File: src/hdl/rmbc_pkg.sv
`timescale 1ns / 1ps

package rmbc_pkg;

   localparam int WORD_BITS = 64;
   localparam int FIELD_BITS = 64;
   localparam logic [FIELD_BITS-1:0] WORD_MAX = {FIELD_BITS{1'b1}} >> (FIELD_BITS - WORD_BITS);

   // raw pitch = width * bytes per pixel, at most 65535 * 4
   localparam int RAW_BITS = 18;
   localparam int DIV_BITS = RAW_BITS + 1;
   localparam int STEPS_PER_STAGE = 6;
   localparam int DIV_STAGES = RAW_BITS / STEPS_PER_STAGE;

   localparam logic [2:0] ST_OK = 3'd0;
   localparam logic [2:0] ST_LAYOUT = 3'd1;
   localparam logic [2:0] ST_FORMAT = 3'd2;
   localparam logic [2:0] ST_ALIGN = 3'd3;
   localparam logic [2:0] ST_OVERFLOW = 3'd4;
   localparam logic [2:0] ST_NOMEM = 3'd5;

   typedef struct packed {
      logic [DIV_BITS-1:0] rem;
      logic [RAW_BITS-1:0] dq;
   } div_type;

endpackage

File: src/hdl/rmbc_div_steps.sv
`timescale 1ns / 1ps

// A few restoring division steps; quotient bits shift in behind the dividend.
module rmbc_div_steps (
   input  rmbc_pkg::div_type            div_i,
   input  logic [rmbc_pkg::DIV_BITS-1:0] divisor,
   output rmbc_pkg::div_type            div_o
);

   always_comb begin
      logic [rmbc_pkg::DIV_BITS-1:0] r;
      logic q;
      div_o = div_i;
      for (int i = 0; i < rmbc_pkg::STEPS_PER_STAGE; i++) begin
         r = {div_o.rem[rmbc_pkg::DIV_BITS-2:0], div_o.dq[rmbc_pkg::RAW_BITS-1]};
         q = (r >= divisor);
         div_o.rem = q ? r - divisor : r;
         div_o.dq = {div_o.dq[rmbc_pkg::RAW_BITS-2:0], q};
      end
   end

endmodule

File: config.mk
export PLATFORM = sky130hd
export DESIGN_NAME = rmbc_div_steps
export DESIGN_NICKNAME = d
export VERILOG_FILES = /design/src/hdl/rmbc_pkg.sv /design/src/hdl/rmbc_div_steps.sv
export SDC_FILE = /design/constraint.sdc
export NUM_CORES = 1
export LEC_CHECK = 0
export ABC_AREA = 1
export BUFFER_PORTS_ARGS = -buffer_cell sky130_fd_sc_hd__clkbuf_2
export CAP_MARGIN = 20
export CORE_MARGIN = 3
export CORE_UTILIZATION = 53
export DETAILED_ROUTE_END_ITERATION = 16
export GPL_TIMING_DRIVEN = 0
export PLACE_DENSITY = 0.72
export REMOVE_ABC_BUFFERS = 1
export SYNTH_ARGS = -nofsm -noshare
export SYNTH_HDL_FRONTEND = slang
export SYNTH_SLANG_ARGS = --single-unit
export TNS_END_PERCENT = 5
File: constraint.sdc
create_clock -name vclk -period 15.58
set_input_delay 1.558 -clock vclk [all_inputs]
set_output_delay 1.558 -clock vclk [all_outputs]
set_load 0.01 [all_outputs]
==> results.cfg, run 1 <==
[outcome]
outcome = finished clean

[setup_path]
worst_ep_arrival_time_ns = 13.34
cp-start-kind = input pin
critPathMostFrequentCell = nand2_1
cpMaxStageDelayCell = or4_4
critPathBufInv = 13
max_stage_delay_ns = 0.59
cp-end-kind = output pin
critical-path-top-delay-family = simple AND/OR/NAND/NOR gates
path_class = in -> out
cp_max_fo = 23
required_ns = 14.02

[timing]
hold-worst-slack_ns = 3.12
setup_slack_ns = 0.687
slew_violations = 0
finalSetupViolations = 0
fmax_mhz = 67.1
worst_slew_pin_slew_ns = 0.613
hold_violations = 0
finalCritPeriodShare_pct = 95.6
max-slew-margin-rel_pct = 58.7
post-route-min-period_ns = 14.89

[place]
portBuffers = 68
dp_hpwl_mm = 20.0
place_area_sq_mm = 0.00798
place_ws_ns = -1.28
gp_congestion = 1.01

[finish]
fin_nets = 1576
area_growth_pct = 11.4
drive_gt1_share_pct = 15.3
nFillCells = 1483
n_antenna_cell = 0
multi_input_area_sq_mm = 0.00694
regArea_sq_um = 0
flops_and_latches = 0
final_area_sq_mm = 0.00850
n_clock_buffer = 0

[die]
die_w_um = 126
die-area_sq_mm = 0.0159
core_area_sq_mm = 0.0140
io_pins = 93
placementRows = 43
die_h_um = 126
start_util_pct = 54.6

[synthesis]
synth.largest_area_cell = nand2_1
synth_cell_types = 52
yosysSeqAreaShare_pct = 0
yosysWarnings = 0
yosys-top-cells-count = nand2_1, inv_1, ha_1, a21oi_1, nand3_1
synth.top_cell.area_share_pct = 20.8
synth_area_sq_mm = 0.00763
synthTopCellsByArea = nand2_1, ha_1, inv_1
avgSynthCellArea_sq_um = 5.78
netlist_instances = 1320
synth_most_common_cell = nand2_1

[grt]
grt_pass1_vias = 7628
grt_use_total_pct = 29.2
antenna_found_initial = 0
grt_max_degree = 29
grt_pass1_wl_mm = 38.9
grt_overflow_total = 0

[route]
drt_first_pass_iters = 5
wl_mm = 24.5
drt_iter0_drc = 673
drc_errors = 0
dr_total_vias = 8684
wl_per_cell_um = 15.5
via_per_inst = 5.50
antenna_left = 0

[run]
max-cap-violations = 0

[hold_path]
hp-class = in -> out
-- cells in the final DEF (no fill, tap or decap), drive strengths merged, types with 3 or more instances in the layout --
cell	n
a211oi	3
a21boi	11
a21o	18
a21oi	97
a31oi	5
and2	18
buf	34
clkbuf	68
fa	6
ha	114
inv	178
nand2	438
nand3	124
nand3b	8
nand4	17
nor2	72
nor3	9
nor4	7
o21a	4
o21ai	55
o21bai	10
o31ai	3
or2	18
xnor2	28
xor2	45
-- final timing paths --
path  startpoint         to  slack (ns)  depth (start not counted)
max   divisor[1]  div_o[22]        0.69                         62
min     div_i[5]  div_o[11]        3.12                          0
-- per-layer routing --
| metal | vias up | share of wire, % | global-route usage (%) |
|---|---|---|---|
| li1 | 4495 | - | - |
| met1 | 3888 | 52 | 47.2 |
| met2 | 292 | 39 | 42.3 |
| met3 | 9 | 8.6 | 4.11 |
| met4 | 0 | 0.37 | 1.64 |
| met5 | - | 0 | 0 |
-- area by class of cell --
class	instances	area share, %
tap	180	2.65
timing repair buffer	102	7.47
multi-input combinational	1116	81.6
inverter	180	8.24
-- logic make-up after synthesis --
group | share of synthesized area, %
AND/OR/NAND/NOR | 43.3
AO/OA/AOI/OAI | 16.1
XOR/XNOR | 8.37
buffers and inverters | 11.8
adder cells (fa/ha/maj) | 20.3
multiplexers | 0.131
-- through the flow --
stage | util, % | setup TNS (ns) | std cells
floorplan | - | 0 | 1291
global placement | 57.0 | -22.27 | 1539
detailed placement | 57.0 | -23.95 | 1539
CTS | 57.6 | 0 | 1541
global route | 60.8 | -0.827 | 1578
finish | 60.8 | 0 | 1578
-- repair_timing --
action	4_1_cts	5_1_grt
hold buffers	0	0
setup buffers	0	34
gates cloned	2	3
resized for setup	11	30
pin swaps	2	11
endpoints found under the setup margin	20	20
Power of run 1 is left out: the tool's default activity adds up to more than one toggle a clock period on the data nets, which glitch-free logic cannot reach.
==> inputs of run 2 (changes only) <==
Settings changed: CELL_PAD_IN_SITES_DETAIL_PLACEMENT set to 1, CELL_PAD_IN_SITES_GLOBAL_PLACEMENT set to 1, CORE_UTILIZATION 53 to 43, PLACE_DENSITY 0.72 to 0.83.
==> run 2 against run 1 <==
Design area increased by 1.3%. Sequential share of layout area unchanged. Global-route usage decreased by 1.6 points. Worst hold slack unchanged. Worst setup slack got worse by 0.14 ns. Die area increased by 22%. Critical path depth increased by 1. Routed wire length increased by 19%. Largest cell class unchanged. Sequential cell count unchanged. Via count increased by 5.1%. Maximum frequency decreased by 0.94%. First-iteration DRC count decreased by 20%.
==> results.cfg, run 2 (synthesis results as in run 1) <==
[route]
dr_total_vias = 9125
via_per_inst = 5.63
antenna_left = 0
wl_per_cell_um = 17.9
wl_mm = 29.0
drt_iter0_drc = 536
drt_first_pass_iters = 4
drc_errors = 0

[setup_path]
path_class = in -> out
cp_max_fo = 28
critical-path-top-delay-family = simple AND/OR/NAND/NOR gates
cp-end-kind = output pin
critPathBufInv = 15
worst_ep_arrival_time_ns = 13.48
cpMaxStageDelayCell = nor4_4
max_stage_delay_ns = 0.44
critPathMostFrequentCell = nand2_1
required_ns = 14.02
cp-start-kind = input pin

[timing]
finalCritPeriodShare_pct = 96.5
worst_slew_pin_slew_ns = 0.628
fmax_mhz = 66.5
post-route-min-period_ns = 15.03
max-slew-margin-rel_pct = 57.7
hold_violations = 0
finalSetupViolations = 0
slew_violations = 0

[grt]
antenna_found_initial = 0
grt_use_total_pct = 27.5
grt_overflow_total = 0
grt_pass1_wl_mm = 45.1
grt_max_degree = 29
grt_pass1_vias = 8907

[hold_path]
hold_depth = 0
min_from = div_i[5]
hp-class = in -> out
whs_endpoint = div_o[11]

[die]
io_pins = 93
core_area_sq_mm = 0.0174
die-area_sq_mm = 0.0194
placementRows = 48
start_util_pct = 44.0
die_w_um = 139
die_h_um = 139

[place]
portBuffers = 68
gp_congestion = 0.963
dp_hpwl_mm = 23.1
place_area_sq_mm = 0.00803

[finish]
final_area_sq_mm = 0.00861
nFillCells = 2510
final_cell_mix = nand2_1, inv_1, ha_1
area_growth_pct = 12.8
fin_nets = 1573
final_common_cell = nand2_1
n_antenna_cell = 0
flops_and_latches = 0
n_clock_buffer = 0
multi_input_area_sq_mm = 0.00703
drive_gt1_share_pct = 15.9
regArea_sq_um = 0

[run]
max-cap-violations = 0

[outcome]
outcome = finished clean
[run 2: changes by cell type in the layout (fill, tap and decap cells not counted), sizes merged]
cell	before	now
buf	34	29
inv	178	177
nand3	124	125
clkinv	1	2
a21oi	97	98
[run 2: final cells by class]
cell class	count	area share (%)
Inverter	180	8.30
Timing Repair Buffer	97	6.80
Tap cell	225	3.27
Multi-Input combinational cell	1118	81.6
[run 2: layer usage]
layer  wire, um  GRT usage (%)  vias to the layer above
met5          0              0                        -
met4        193           2.32                        0
met3       1740           3.09                       14
met2      13000           45.5                      225
met1      14200           40.1                     4396
li1           -              -                     4490
[run 2: how the worst max path moves through the flow]
stage | startpoint | endpoint | depth (start not counted)
3_5_place_dp | divisor[1] | div_o[36] | 58
3_3_place_gp | divisor[1] | div_o[21] | 59
5_1_grt | divisor[1] | div_o[35] | 64
6_report | divisor[1] | div_o[33] | 63
2_1_floorplan | divisor[14] | div_o[35] | 59
4_1_cts | divisor[1] | div_o[36] | 65
[run 2: through the flow]
| step | setup WS [ns] | TNS, ns | hold WS, ns | instances | utilization (%) |
|---|---|---|---|---|---|
| 2_1_floorplan | 1.91 | 0 | 3.12 | 1291 | - |
| 3_3_place_gp | -1.30 | -24.27 | 3.12 | 1584 | 46.3 |
| 3_5_place_dp | -1.74 | -33.06 | 3.12 | 1584 | 46.3 |
| 4_1_cts | -0.0315 | -0.0494 | 3.12 | 1593 | 47.3 |
| 5_1_grt | -0.0493 | -0.379 | 3.12 | 1620 | 49.6 |
| 6_report | 0.546 | 0 | 3.12 | 1620 | 49.6 |
[run 2: repair_timing]
action                                  CTS  global route
resized for setup                        19            42
pin swaps                                 3            15
buffers inserted                          5            24
cloned                                    4             3
endpoints found under the setup margin   20            20
hold buffers                              0             0
Power of run 2 is left out for the same reason.
